===== src/design/smcs_pkg.sv =====
package smcs_pkg;

    // field and register widths
    localparam int DIM_W    = 16;
    localparam int BLK_W    = 5;
    localparam int BYTE_W   = 8;
    localparam int LAYER_W  = 12;
    localparam int SAMP_W   = 6;
    localparam int MIPC_W   = 5;
    localparam int SIZE_W   = 32;
    localparam int STAT_W   = 2;
    localparam int OPB_W    = 16;
    localparam int CFG_IDX_W = 3;

    // ceiling division: numerator is dim + block - 1, padded to whole steps
    localparam int DIV_STEPS  = 4;
    localparam int DIV_CYCLES = (DIM_W + 1 + DIV_STEPS - 1) / DIV_STEPS;
    localparam int NUM_W      = DIV_CYCLES * DIV_STEPS;
    localparam int DCNT_W     = $clog2(DIV_CYCLES);

    localparam int CUBE_FACES = 6;

    // configuration register indexes
    localparam logic [CFG_IDX_W-1:0] REG_BLOCK_WIDTH  = 3'd0;
    localparam logic [CFG_IDX_W-1:0] REG_BLOCK_HEIGHT = 3'd1;
    localparam logic [CFG_IDX_W-1:0] REG_BLOCK_DEPTH  = 3'd2;
    localparam logic [CFG_IDX_W-1:0] REG_BYTES_PER_BLK = 3'd3;
    localparam logic [CFG_IDX_W-1:0] REG_PITCH_PER_BLK = 3'd4;
    localparam logic [CFG_IDX_W-1:0] REG_PLANAR_YUV   = 3'd5;

    typedef enum logic [STAT_W-1:0] {
        ST_OK      = 2'd0,
        ST_BAD_FMT = 2'd1,
        ST_OVF     = 2'd2
    } status_t;

    typedef enum logic [2:0] {
        S_IDLE,
        S_DLOAD,
        S_DIV,
        S_MUL,
        S_LAYER,
        S_FIN
    } state_t;

    typedef enum logic [1:0] {
        DSEL_W = 2'd0,
        DSEL_H = 2'd1,
        DSEL_D = 2'd2
    } dsel_t;

endpackage


===== src/design/smcs_div_step.sv =====
module smcs_div_step (
    input  logic [smcs_pkg::BLK_W-1:0] rem_in,
    input  logic [smcs_pkg::NUM_W-1:0] num_in,
    input  logic [smcs_pkg::BLK_W-1:0] den,
    output logic [smcs_pkg::BLK_W-1:0] rem_out,
    output logic [smcs_pkg::NUM_W-1:0] num_out
);
    import smcs_pkg::*;

    // run DIV_STEPS restoring steps: numerator shifts out at the top, quotient in at the bottom
    always_comb
    begin
        logic [BLK_W:0]   t;
        logic [BLK_W-1:0] r;
        logic [NUM_W-1:0] n;
        r = rem_in;
        n = num_in;
        for (int i = 0; i < DIV_STEPS; i++)
        begin
            t = {r, n[NUM_W-1]};
            n = {n[NUM_W-2:0], 1'b0};
            if (t >= {1'b0, den})
            begin
                t    = t - {1'b0, den};
                n[0] = 1'b1;
            end
            r = t[BLK_W-1:0];
        end
        rem_out = r;
        num_out = n;
    end

endmodule


===== src/design/smcs_mul_sat.sv =====
module smcs_mul_sat (
    input  logic [smcs_pkg::SIZE_W-1:0] a,
    input  logic [smcs_pkg::OPB_W-1:0]  b,
    output logic [smcs_pkg::SIZE_W-1:0] res,
    output logic                        over
);
    import smcs_pkg::*;

    logic [SIZE_W+OPB_W-1:0] prod;

    // saturate the product to 32 bits and flag anything above
    assign prod = a * b;
    assign over = |prod[SIZE_W+OPB_W-1:SIZE_W];
    assign res  = over ? {SIZE_W{1'b1}} : prod[SIZE_W-1:0];

endmodule


===== src/design/surface_mip_chain_size_unit.sv =====
// An input beat runs the steps below for each mip level, then a layer multiply and the
// result beat (a mip count of 0 skips the levels, an invalid format goes straight to it).
// Each level runs three ceiling divides (a load state, then the divide state through
// one 4-bit-per-cycle divider slice), then four passes through one 32x16 saturating multiplier.
// One surface at a time: the next beat is taken once the result is in the output register.
// Reset: sequencer idle, output empty, format registers at their documented defaults.
module surface_mip_chain_size_unit #(
    parameter int MAX_MIPS = 24
) (
    input  logic                           clk,
    input  logic                           rst_n,
    input  logic                           cfg_we,
    input  logic [smcs_pkg::CFG_IDX_W-1:0] cfg_index,
    input  logic [smcs_pkg::BYTE_W-1:0]    cfg_data,
    input  logic                           in_valid,
    output logic                           in_stall,
    input  logic [smcs_pkg::DIM_W-1:0]     base_width,
    input  logic [smcs_pkg::DIM_W-1:0]     base_height,
    input  logic [smcs_pkg::DIM_W-1:0]     base_depth,
    input  logic [smcs_pkg::MIPC_W-1:0]    mip_count,
    input  logic [smcs_pkg::LAYER_W-1:0]   array_layers,
    input  logic [smcs_pkg::SAMP_W-1:0]    sample_count,
    input  logic                           is_cubemap,
    output logic                           out_valid,
    input  logic                           out_stall,
    output logic [smcs_pkg::SIZE_W-1:0]    size_bytes,
    output logic [smcs_pkg::STAT_W-1:0]    status
);
    import smcs_pkg::*;

    localparam int MIPS_W = $clog2(MAX_MIPS + 1);

    // format registers
    logic [BLK_W-1:0]  blk_w_reg, blk_h_reg, blk_d_reg;
    logic [BYTE_W-1:0] bpb_reg, pitch_reg;
    logic              planar_reg;

    state_t            state_reg, state_next;
    dsel_t             sel_reg, sel_next;
    logic [1:0]        mstep_reg, mstep_next;
    logic [DCNT_W-1:0] dcnt_reg, dcnt_next;
    logic [MIPS_W-1:0] mips_reg, mips_next;

    logic [DIM_W-1:0]   w_reg, w_next, h_reg, h_next, d_reg, d_next;
    logic [DIM_W-1:0]   bw_reg, bw_next, bh_reg, bh_next, bd_reg, bd_next;
    logic [LAYER_W-1:0] layers_reg, layers_next;
    logic [SAMP_W-1:0]  samp_reg, samp_next;
    logic [BLK_W-1:0]   rem_reg, rem_next;
    logic [NUM_W-1:0]   num_reg, num_next;
    logic [SIZE_W-1:0]  p_reg, p_next, total_reg, total_next;
    logic               p_big_reg, p_big_next, total_big_reg, total_big_next;
    logic               ovf_reg, ovf_next;
    logic [SIZE_W-1:0]  res_size_reg, res_size_next;
    status_t            res_stat_reg, res_stat_next;

    logic               out_valid_reg, out_valid_next;
    logic [SIZE_W-1:0]  out_size_reg, out_size_next;
    status_t            out_stat_reg, out_stat_next;

    logic [BLK_W-1:0]   den_eff, rem_step;
    logic [NUM_W-1:0]   num_step, num_load;
    logic [DIM_W-1:0]   dim_src, dim_eff;
    logic [SIZE_W-1:0]  mul_a, mul_res;
    logic [OPB_W-1:0]   mul_b;
    logic               mul_over;
    logic [SIZE_W:0]    sum;
    logic [MIPS_W-1:0]  mips_sat;
    logic [LAYER_W-1:0] layers_in;
    logic [SAMP_W-1:0]  samp_in;

    // take configuration writes
    always_ff @(posedge clk or negedge rst_n)
    begin
        if (!rst_n)
        begin
            blk_w_reg  <= BLK_W'(1);
            blk_h_reg  <= BLK_W'(1);
            blk_d_reg  <= BLK_W'(1);
            bpb_reg    <= BYTE_W'(4);
            pitch_reg  <= BYTE_W'(4);
            planar_reg <= 1'b0;
        end
        else if (cfg_we)
        begin
            unique case (cfg_index)
                REG_BLOCK_WIDTH:   blk_w_reg  <= cfg_data[BLK_W-1:0];
                REG_BLOCK_HEIGHT:  blk_h_reg  <= cfg_data[BLK_W-1:0];
                REG_BLOCK_DEPTH:   blk_d_reg  <= cfg_data[BLK_W-1:0];
                REG_BYTES_PER_BLK: bpb_reg    <= cfg_data;
                REG_PITCH_PER_BLK: pitch_reg  <= cfg_data;
                REG_PLANAR_YUV:    planar_reg <= cfg_data[0];
                default:           ;
            endcase
        end
    end

    // select the dimension and block size for the current divide
    always_comb
    begin
        unique case (sel_reg)
            DSEL_W:  begin dim_src = w_reg; den_eff = blk_w_reg; end
            DSEL_H:  begin dim_src = h_reg; den_eff = blk_h_reg; end
            default: begin dim_src = d_reg; den_eff = blk_d_reg; end
        endcase
        if (den_eff == '0)
            den_eff = BLK_W'(1);
    end

    assign dim_eff  = (dim_src == '0) ? DIM_W'(1) : dim_src;
    assign num_load = NUM_W'(dim_eff) + NUM_W'(den_eff) - NUM_W'(1);

    smcs_div_step u_div (
        .rem_in  (rem_reg),
        .num_in  (num_reg),
        .den     (den_eff),
        .rem_out (rem_step),
        .num_out (num_step)
    );

    // feed the shared multiplier from the sequencer step
    always_comb
    begin
        mul_a = p_reg;
        mul_b = OPB_W'(samp_reg);
        if (state_reg == S_LAYER)
        begin
            mul_a = total_reg;
            mul_b = OPB_W'(layers_reg);
        end
        else
        begin
            unique case (mstep_reg)
                2'd0:
                begin
                    mul_a = SIZE_W'(bw_reg);
                    mul_b = planar_reg ? bh_reg : OPB_W'(pitch_reg);
                end
                2'd1:    mul_b = planar_reg ? bd_reg : bh_reg;
                2'd2:    mul_b = planar_reg ? OPB_W'(bpb_reg) : bd_reg;
                default: mul_b = OPB_W'(samp_reg);
            endcase
        end
    end

    smcs_mul_sat u_mul (
        .a    (mul_a),
        .b    (mul_b),
        .res  (mul_res),
        .over (mul_over)
    );

    assign sum       = {1'b0, total_reg} + {1'b0, mul_res};
    assign mips_sat  = (32'(mip_count) > MAX_MIPS) ? MIPS_W'(MAX_MIPS) : MIPS_W'(mip_count);
    assign samp_in   = (sample_count == '0) ? SAMP_W'(1) : sample_count;
    assign layers_in = (array_layers != '0) ? array_layers :
                       (is_cubemap ? LAYER_W'(CUBE_FACES) : LAYER_W'(1));

    // sequencer: next state and datapath updates
    always_comb
    begin
        state_next     = state_reg;
        sel_next       = sel_reg;
        mstep_next     = mstep_reg;
        dcnt_next      = dcnt_reg;
        mips_next      = mips_reg;
        w_next         = w_reg;
        h_next         = h_reg;
        d_next         = d_reg;
        bw_next        = bw_reg;
        bh_next        = bh_reg;
        bd_next        = bd_reg;
        layers_next    = layers_reg;
        samp_next      = samp_reg;
        rem_next       = rem_reg;
        num_next       = num_reg;
        p_next         = p_reg;
        p_big_next     = p_big_reg;
        total_next     = total_reg;
        total_big_next = total_big_reg;
        ovf_next       = ovf_reg;
        res_size_next  = res_size_reg;
        res_stat_next  = res_stat_reg;
        out_valid_next = out_valid_reg;
        out_size_next  = out_size_reg;
        out_stat_next  = out_stat_reg;

        // drop the result beat once taken
        if (out_valid_reg && !out_stall)
            out_valid_next = 1'b0;

        unique case (state_reg)
            S_IDLE:
            begin
                if (in_valid)
                begin
                    w_next         = base_width;
                    h_next         = base_height;
                    d_next         = base_depth;
                    mips_next      = mips_sat;
                    layers_next    = layers_in;
                    samp_next      = samp_in;
                    sel_next       = DSEL_W;
                    total_next     = '0;
                    total_big_next = 1'b0;
                    ovf_next       = 1'b0;
                    if (bpb_reg == '0)
                    begin
                        res_size_next = '0;
                        res_stat_next = ST_BAD_FMT;
                        state_next    = S_FIN;
                    end
                    else if (mips_sat == '0)
                        state_next = S_LAYER;
                    else
                        state_next = S_DLOAD;
                end
            end
            S_DLOAD:
            begin
                rem_next   = '0;
                num_next   = num_load;
                dcnt_next  = '0;
                state_next = S_DIV;
            end
            S_DIV:
            begin
                rem_next  = rem_step;
                num_next  = num_step;
                dcnt_next = dcnt_reg + DCNT_W'(1);
                if (dcnt_reg == DCNT_W'(DIV_CYCLES - 1))
                begin
                    unique case (sel_reg)
                        DSEL_W:
                        begin
                            bw_next    = num_step[DIM_W-1:0];
                            sel_next   = DSEL_H;
                            state_next = S_DLOAD;
                        end
                        DSEL_H:
                        begin
                            bh_next    = num_step[DIM_W-1:0];
                            sel_next   = DSEL_D;
                            state_next = S_DLOAD;
                        end
                        default:
                        begin
                            bd_next    = num_step[DIM_W-1:0];
                            mstep_next = 2'd0;
                            state_next = S_MUL;
                        end
                    endcase
                end
            end
            S_MUL:
            begin
                mstep_next = mstep_reg + 2'd1;
                unique case (mstep_reg)
                    2'd0:
                    begin
                        p_next     = mul_res;
                        p_big_next = mul_over;
                    end
                    2'd1, 2'd2:
                    begin
                        p_next     = mul_res;
                        p_big_next = p_big_reg | mul_over;
                    end
                    default:
                    begin
                        // scale by samples, accumulate and advance to the next level or the layer step
                        ovf_next       = ovf_reg | p_big_reg;
                        total_next     = sum[SIZE_W] ? {SIZE_W{1'b1}} : sum[SIZE_W-1:0];
                        total_big_next = total_big_reg | mul_over | sum[SIZE_W];
                        w_next         = w_reg >> 1;
                        h_next         = h_reg >> 1;
                        d_next         = d_reg >> 1;
                        mips_next      = mips_reg - MIPS_W'(1);
                        sel_next       = DSEL_W;
                        if (mips_reg == MIPS_W'(1))
                            state_next = S_LAYER;
                        else
                            state_next = S_DLOAD;
                    end
                endcase
            end
            S_LAYER:
            begin
                if (ovf_reg || total_big_reg || mul_over)
                begin
                    res_size_next = '0;
                    res_stat_next = ST_OVF;
                end
                else
                begin
                    res_size_next = mul_res;
                    res_stat_next = ST_OK;
                end
                state_next = S_FIN;
            end
            S_FIN:
            begin
                // hold until the output register is free
                if (!out_valid_reg || !out_stall)
                begin
                    out_valid_next = 1'b1;
                    out_size_next  = res_size_reg;
                    out_stat_next  = res_stat_reg;
                    state_next     = S_IDLE;
                end
            end
            default: state_next = S_IDLE;
        endcase
    end

    // state and datapath registers
    always_ff @(posedge clk or negedge rst_n)
    begin
        if (!rst_n)
        begin
            state_reg     <= S_IDLE;
            out_valid_reg <= 1'b0;
        end
        else
        begin
            state_reg     <= state_next;
            out_valid_reg <= out_valid_next;
        end
    end

    always_ff @(posedge clk)
    begin
        sel_reg       <= sel_next;
        mstep_reg     <= mstep_next;
        dcnt_reg      <= dcnt_next;
        mips_reg      <= mips_next;
        w_reg         <= w_next;
        h_reg         <= h_next;
        d_reg         <= d_next;
        bw_reg        <= bw_next;
        bh_reg        <= bh_next;
        bd_reg        <= bd_next;
        layers_reg    <= layers_next;
        samp_reg      <= samp_next;
        rem_reg       <= rem_next;
        num_reg       <= num_next;
        p_reg         <= p_next;
        p_big_reg     <= p_big_next;
        total_reg     <= total_next;
        total_big_reg <= total_big_next;
        ovf_reg       <= ovf_next;
        res_size_reg  <= res_size_next;
        res_stat_reg  <= res_stat_next;
        out_size_reg  <= out_size_next;
        out_stat_reg  <= out_stat_next;
    end

    assign in_stall   = (state_reg != S_IDLE);
    assign out_valid  = out_valid_reg;
    assign size_bytes = out_size_reg;
    assign status     = out_stat_reg;

endmodule

===== config.mk =====
export PLATFORM = sky130hd
export DESIGN_NAME = surface_mip_chain_size_unit
export DESIGN_NICKNAME = d
export VERILOG_FILES = /design/src/design/smcs_pkg.sv /design/src/design/smcs_div_step.sv /design/src/design/smcs_mul_sat.sv /design/src/design/surface_mip_chain_size_unit.sv
export SDC_FILE = /design/constraint.sdc
export NUM_CORES = 2
export LEC_CHECK = 0
export ABC_CLOCK_PERIOD_IN_PS = 9900
export BUFFER_PORTS_ARGS = -buffer_cell sky130_fd_sc_hd__buf_4
export CORE_MARGIN = 2
export CORE_UTILIZATION = 58
export DETAILED_ROUTE_END_ITERATION = 10
export GPL_TIMING_DRIVEN = 0
export PLACE_DENSITY = 0.8
export REMOVE_ABC_BUFFERS = 1
export SYNTH_ARGS = -nofsm -noshare
export SYNTH_HDL_FRONTEND = slang
export SYNTH_SLANG_ARGS = --single-unit
export TNS_END_PERCENT = 10

===== constraint.sdc =====
create_clock -name clk -period 9.9 [get_ports clk]
set_clock_uncertainty 0.15 [all_clocks]
set_input_delay 2.475 -clock clk [delete_from_list [all_inputs] [get_ports clk]]
set_output_delay 2.475 -clock clk [all_outputs]
set_load 0.01 [all_outputs]

# After elaboration in Yosys (flattened, before gate mapping)

Cells that the tools add are included.

Multiplexer cells: 76
Reductions and logical operators: 45
Bitwise logic cells: 5
Add/sub/neg operators: 10
Equality and inequality tests: 22
$mul: 1
$lt $le $gt $ge: 5
Divide/modulo/power cells: 0
Shift-type cells: 0

Operators by type and width:

| kind                                                                   | count |
|---|---|
| 32-bit 2-to-1 mux                                                      | 9 |
| 16-bit 2-to-1 mux                                                      | 11 |
| 16-bit one-hot mux with 2 select lines                                 | 4 |
| 32-bit one-hot mux with 2 select lines                                 | 2 |
| 32-bit by 16-bit multiplier with 48-bit output                         | 1 |
| 16-bit one-hot mux with 3 select lines                                 | 1 |
| 5-bit 2-to-1 mux                                                       | 8 |
| 20-bit one-hot mux with 2 select lines                                 | 1 |
| 32-bit by 32-bit adder with 33-bit output                              | 1 |
| 5-bit one-hot mux with 2 select lines                                  | 3 |
| 6-bit by 5-bit greater-or-equal comparator with 1-bit output           | 4 |
| 3-bit 2-to-1 mux                                                       | 8 |
| 2-bit AND reduction                                                    | 10 |
| 5-bit subtractor                                                       | 4 |
| 2-bit 2-to-1 mux                                                       | 9 |
| 3-bit one-hot mux with 6 select lines                                  | 1 |
| 3-bit AND reduction                                                    | 6 |
| 17-bit by 1-bit subtractor with 18-bit output (second input constant)  | 1 |
| 16-bit by 5-bit adder with 17-bit output                               | 1 |
| 16-bit zero test                                                       | 1 |
| 16-bit OR reduction                                                    | 1 |
| 3-bit equality test (second input constant)                            | 5 |
| 3-bit by 2-bit equality test with 1-bit output (second input constant) | 4 |
| 12-bit 2-to-1 mux                                                      | 1 |
| other kinds (32)                                                       | 67 |

Input port bits: 88
Latch bits: 0
Memory bits (writable): 0
Bits in read-only memories: 0
Flip-flop bits (word level): 322
Word-level logic and storage cells: 195
Output and inout port bits: 36
Memories kept: 0

# Logic depth before layout (Yosys ltp)

Word-level depth: 13
Mapped depth: 50
Depth with buffers taken out: 46

# Modules after synthesis

From an unflattened synthesis, not the netlist that was laid out.

Cell total of the unflattened synthesis: 3465
Area total of the unflattened synthesis: 34262.9 um^2

By module, submodules not included:

| module                      | cells an instance | seq. area each (um^2) | times used | area each (um^2) |
|---|---|---|---|---|
| smcs_mul_sat                | 2021              | 0.0                   | 1          | 17140.2 |
| surface_mip_chain_size_unit | 1300              | 9495.4                | 1          | 15971.6 |
| smcs_div_step               | 144               | 0.0                   | 1          | 1151.1 |

# Worst setup path before layout

No wires, ideal clock.

Path type: flip-flop to flip-flop
From: reg mstep_reg[0]
To: reg total_reg[1] (data pin)
Required time: 9.480 ns
Arrival: 10.536 ns
Period minus slack after synthesis: 10.955 ns
Buffers on the path: 6
Cell stages (with the launch flop): 46
Path slack: -1.055 ns
Setup time: 0.270 ns
Path through: edfxtp_1 > inv_1 > ha_1 > clkbuf_1 > clkbuf_1 > clkbuf_1 > mux2i_1 > nor2_1 > a21oi_1 > nor2_1 > fa_1 > inv_1 > fa_1 > inv_1 > fa_1 > fa_1 > fa_1 > inv_1 > [... 10 more ...] > a2111oi_4 > and4_4 > and2_4 > buf_8 > o21ai_0 > ha_1 > inv_1 > fa_1 > nor2b_1 > o31a_1 > o21ai_0 > a21oi_1 > o21ai_0 > nor4b_1 > nor4b_1 > o31ai_1 > clkbuf_1 > a21oi_1

Cells in the longest elaborated chain, start to end: 10
Elaborated cells between the ends (all ways): 14
Those cells by class: add/sub (1); mul (1); eq/ne (2); mux (8); reduce/logical (2)

RTL lines:

| element                                                                     | RTL line                           | source |
|---|---|---|
| start: declaration                                                          | surface_mip_chain_size_unit.sv:40  | `logic [1:0] mstep_reg, mstep_next;` |
| start signal: assignment                                                    | surface_mip_chain_size_unit.sv:333 | `mstep_reg <= mstep_next;` |
| 2-bit equality test (tied with other cells)                                 | surface_mip_chain_size_unit.sv:132 | `unique case (mstep_reg)` |
| 16-bit one-hot mux with 3 select lines or 32-bit 2-to-1 mux (tied branches) | surface_mip_chain_size_unit.sv:132 |  |
| 16-bit 2-to-1 mux or 32-bit 2-to-1 mux (tied branches)                      | surface_mip_chain_size_unit.sv:125 | `if (state_reg == S_LAYER)` |
| 32-bit by 16-bit multiplier with 48-bit output *                            | smcs_mul_sat.sv:12                 | `assign prod = a * b;` |
| 16-bit OR reduction                                                         | smcs_mul_sat.sv:13                 | `assign over = \|prod[SIZE_W+OPB_W-1:SIZE_W];` |
| 32-bit 2-to-1 mux *                                                         | smcs_mul_sat.sv:14                 | `assign res = over ? {SIZE_W{1'b1}} : prod[SIZE_W-1:0];` |
| named net mul_res[0]                                                        | surface_mip_chain_size_unit.sv:63  | `logic [SIZE_W-1:0] mul_a, mul_res;` |
| 32-bit by 32-bit adder with 33-bit output *                                 | surface_mip_chain_size_unit.sv:152 | `assign sum = {1'b0, total_reg} + {1'b0, mul_res};` |
| 32-bit 2-to-1 mux *                                                         | surface_mip_chain_size_unit.sv:272 | `total_next = sum[SIZE_W] ? {SIZE_W{1'b1}} : sum[SIZE_W-1:0];` |
| 32-bit 2-to-1 mux *                                                         | surface_mip_chain_size_unit.sv:257 | `unique case (mstep_reg)` |
| 32-bit one-hot mux with 2 select lines *                                    | surface_mip_chain_size_unit.sv:191 | `unique case (state_reg)` |
| end signal: assignment                                                      | surface_mip_chain_size_unit.sv:348 | `total_reg <= total_next;` |
| end: declaration                                                            | surface_mip_chain_size_unit.sv:50  | `logic [SIZE_W-1:0] p_reg, p_next, total_reg, total_next;` |

The timed path passes the listed nets; every way through them passes the cells marked *. The select of a mux whose other input is x is not followed.
A chain may end at the register's enable or synchronous reset.

# Final worst setup path

From: reg mstep_reg[0]
To: reg total_reg[26] (data pin)

Same word-level chain as after synthesis.

==> impl_results.md <==
* Seq/Total Area, Yosys at 28.54%
* Initial Util at 58.78%
* Largest net degree at the start of global routing at 68
* Iter 0 DRT Violations at 3703
* Outcome: finished with violations
* Synth top area cells: edfxtp_1, fa_1, ha_1
* Slew margin rel. at 5.848%
* Final Util at 69.44%
* Final Max Tran Viols at 0
* Die span in x at between 200 and 250 µm
* Post-place setup slack at -4.707 ns
* Antenna violations before repair at 6
* Met3 Use GR at around a tenth
* Max Cap Viol at 0
* Routed length per placed instance at 24.93 µm
* Congestion Overflow GR at 0
* Seq cells post-synth at about 320
* Period Utilization, post-route at 115.4%
* Final net count at 4372
* Area delta synth->final at 18.13%
* First drt pass iteration count at 10
* Final Hold Viols at 0
* Die ar. at slightly below 60000 µm²
* Critical Path Slowest Stage Cell: fa_1
* Post-route worst setup slack at -1.527 ns
* Global-route wire length before repair at between 150000 and 200000 µm
* CTS tree: yes
* Cts bufs inserted at 36
* Met1 Use GR at 43.35%
* Num Clock Sinks at ~320
* Top cell type by total area after synthesis: edfxtp_1
* Clock tree buffer depth at 3
* Vias at approximately 28000
* Largest stage delay, worst path at about 0.55 ns
* Clock Tree Root: clkbuf_16
* H-Tree Depth at 2
* CP endpoint kind: flip-flop
* Grt met2 use at a little under three fifths
* Share of the synthesized area in the top cell type at around a quarter
* Ys flop type: edfxtp_1
* Antenna viol nets, final at 0
* Least-Margin Pin Slew at about 1.4 ns
* Avg Cell Area, Syn at around 9.5 µm²
* Worst-path clk slew at around 0.070 ns
* Yosys warns at 0
* WP data arrival at between 10 and 15 ns
* Hold_buf cts at 0
* Cell variety after synth at 84
* Vias in the first global route at 28926
* CP Class: flip-flop to flip-flop
* Top Ports at between 100 and 150
* Final min period at roughly 11 ns
* Peak Freq at ~90 MHz
* Fraction of layout cells with a size suffix above 1 at 19.05%
* Post-synth EDFFs at approximately 290
* Clock Latency Late Sink at ~0.6 ns
* RSZ-0062 raised after global routing: yes
* Cell Rows at a little under 90
* Most Crowded Layer GR: met2
* Total GRT Usage at 35.80%
* HP Class: flip-flop to flip-flop
* Final WL at 110800 µm
* Die H at 243.5 µm
* Mapped cell area at 33270 µm²
* Post-Synthesis Cells at between 3000 and 4000
* Setup violations, final at 39
* DRC violations left at 0
* PortBufs at 123
* CORE AREA at 56600 µm²
* WHS at 0.2658 ns
* Critical path startpoint category: flip-flop
* DP HPWL at ~69000 µm
* Drt via density at ~6.4
* Worst path required time at a little over 10 ns
* GPL Wtd Cong at 0.9877
* Max Fanout on Critical Path at 17
* Asr flop ratio synth at roughly 11%
* Violated checks: negative setup slack
## stage by stage
stage / TNS [ns] / area [µm²] / std cells
4_1_cts: -24.99 / 38720 / 4407
3_5_place_dp: -235.03 / 35120 / 4236
2_1_floorplan: -190.58 / 32530 / 3323
6_report: -47.49 / 39310 / 4444
5_1_grt: -53.84 / 39300 / 4442
3_3_place_gp: -662.45 / 34400 / 4202
## kinds of logic (layout without fill, tap and decap cells)
family	Yosys count	after routing	synth area share, %
buf+inv	675	856	7.882
mux	88	88	2.850
xor+xnor	90	90	2.369
fa+ha+maj	625	625	33.07
other cells	0	3	0
compound gates	544	546	10.51
flops	322	322	28.54
simple gates	1154	1158	14.79
## cells in the mapped netlist (6+ instances only)
cell type / number
a31oi_1: 19
and2_1: 16
nor2b_1: 11
xnor2_1: 48
nor3_1: 29
fa_1: 424
mux2i_1: 46
dfrtp_1: 31
or3_1: 7
a21o_1: 59
a211oi_1: 13
a21oi_1: 204
o31ai_1: 7
o21ai_0: 71
o21bai_1: 13
buf_1: 19
a22oi_1: 22
nor3b_1: 7
clkbuf_1: 142
and4_1: 8
inv_1: 500
edfxtp_1: 286
nand2b_1: 42
o211ai_1: 15
a21boi_0: 6
nor2_1: 439
xor2_1: 42
a2111oi_0: 6
mux2_2: 40
nand3_1: 36
or2_2: 11
a221oi_1: 17
nand4_1: 17
ha_1: 201
and3_1: 7
nand2_1: 490
o21a_1: 28
nor4_1: 8
o21ai_1: 13
## critical path, delay by kind of cell, from the launching register on
family                     cells  cell delay (ns)
and+or+nand+nor                6             1.08
AOI/OAI and AO/OA             19             3.92
adders and majority gates      9             3.84
muxes                          1             0.32
xor gates and xnor gates       1             0.17
DFF                            1             0.41
buffers and inverters          9             1.25
## placed cells by master (no fill, tap or decap), types with 12 or more instances in the layout
cell / n
a21o_1: 56
a21oi_1: 139
a21oi_2: 51
a21oi_4: 14
a22oi_1: 13
a31oi_1: 12
and2_1: 14
buf_12: 20
buf_16: 12
buf_4: 235
buf_8: 12
clkbuf_16: 36
dfrtp_1: 29
edfxtp_1: 286
fa_1: 399
fa_2: 25
ha_1: 156
ha_4: 41
inv_1: 485
inv_2: 14
mux2_2: 39
mux2i_1: 46
nand2_1: 475
nand2b_1: 40
nand3_1: 36
nand4_1: 17
nor2_1: 423
nor3_1: 23
o211ai_1: 15
o21a_1: 25
o21ai_0: 49
o21ai_1: 16
o21ai_2: 14
o21bai_1: 13
xnor2_1: 48
xor2_1: 42
## layout make-up
cell class	count	area [µm²]
Tap cell	756	945.9
Clock inverter	23	230.2
Inverter	500	1881
Sequential cell	322	9500
Clock buffer	41	919.6
Fill cell	3854	17300
Multi-Input combinational cell	2507	22960
Timing Repair Buffer	292	2864
Antenna cell	3	7.507
## final timing paths
check	start	depth (start not counted)	slack, ns	endpoint
worst max-delay path	mstep_reg[0]	45	-1.53	total_reg[26]
worst min-delay path	res_size_reg[27]	0	0.27	size_bytes[27]
worst max register to register	mstep_reg[0]	45	-1.53	total_reg[26]
worst min register to register	res_size_reg[27]	0	0.27	size_bytes[27]
max in group asynchronous	rst_n	1	7.54	planar_reg
min in group asynchronous	rst_n	1	1.69	blk_w_reg[4]
## layer usage
layer | share of wire [%] | vias to the layer above
met3 | 14 | 714
met1 | 33 | 13577
met2 | 44 | 2413
li1 | - | 11769
met4 | 8.4 | 8
met5 | 0.13 | -
## repair_timing
item                                    in CTS  in global routing
resized for setup                          293                 79
cloned                                      15                  1
pin swaps                                   79                 72
buffers inserted                            92                 37
endpoints found under the setup margin     108                 44
Power is not shown: default switching activity piles up to over one toggle a cycle in this logic, so the estimate is an artifact.
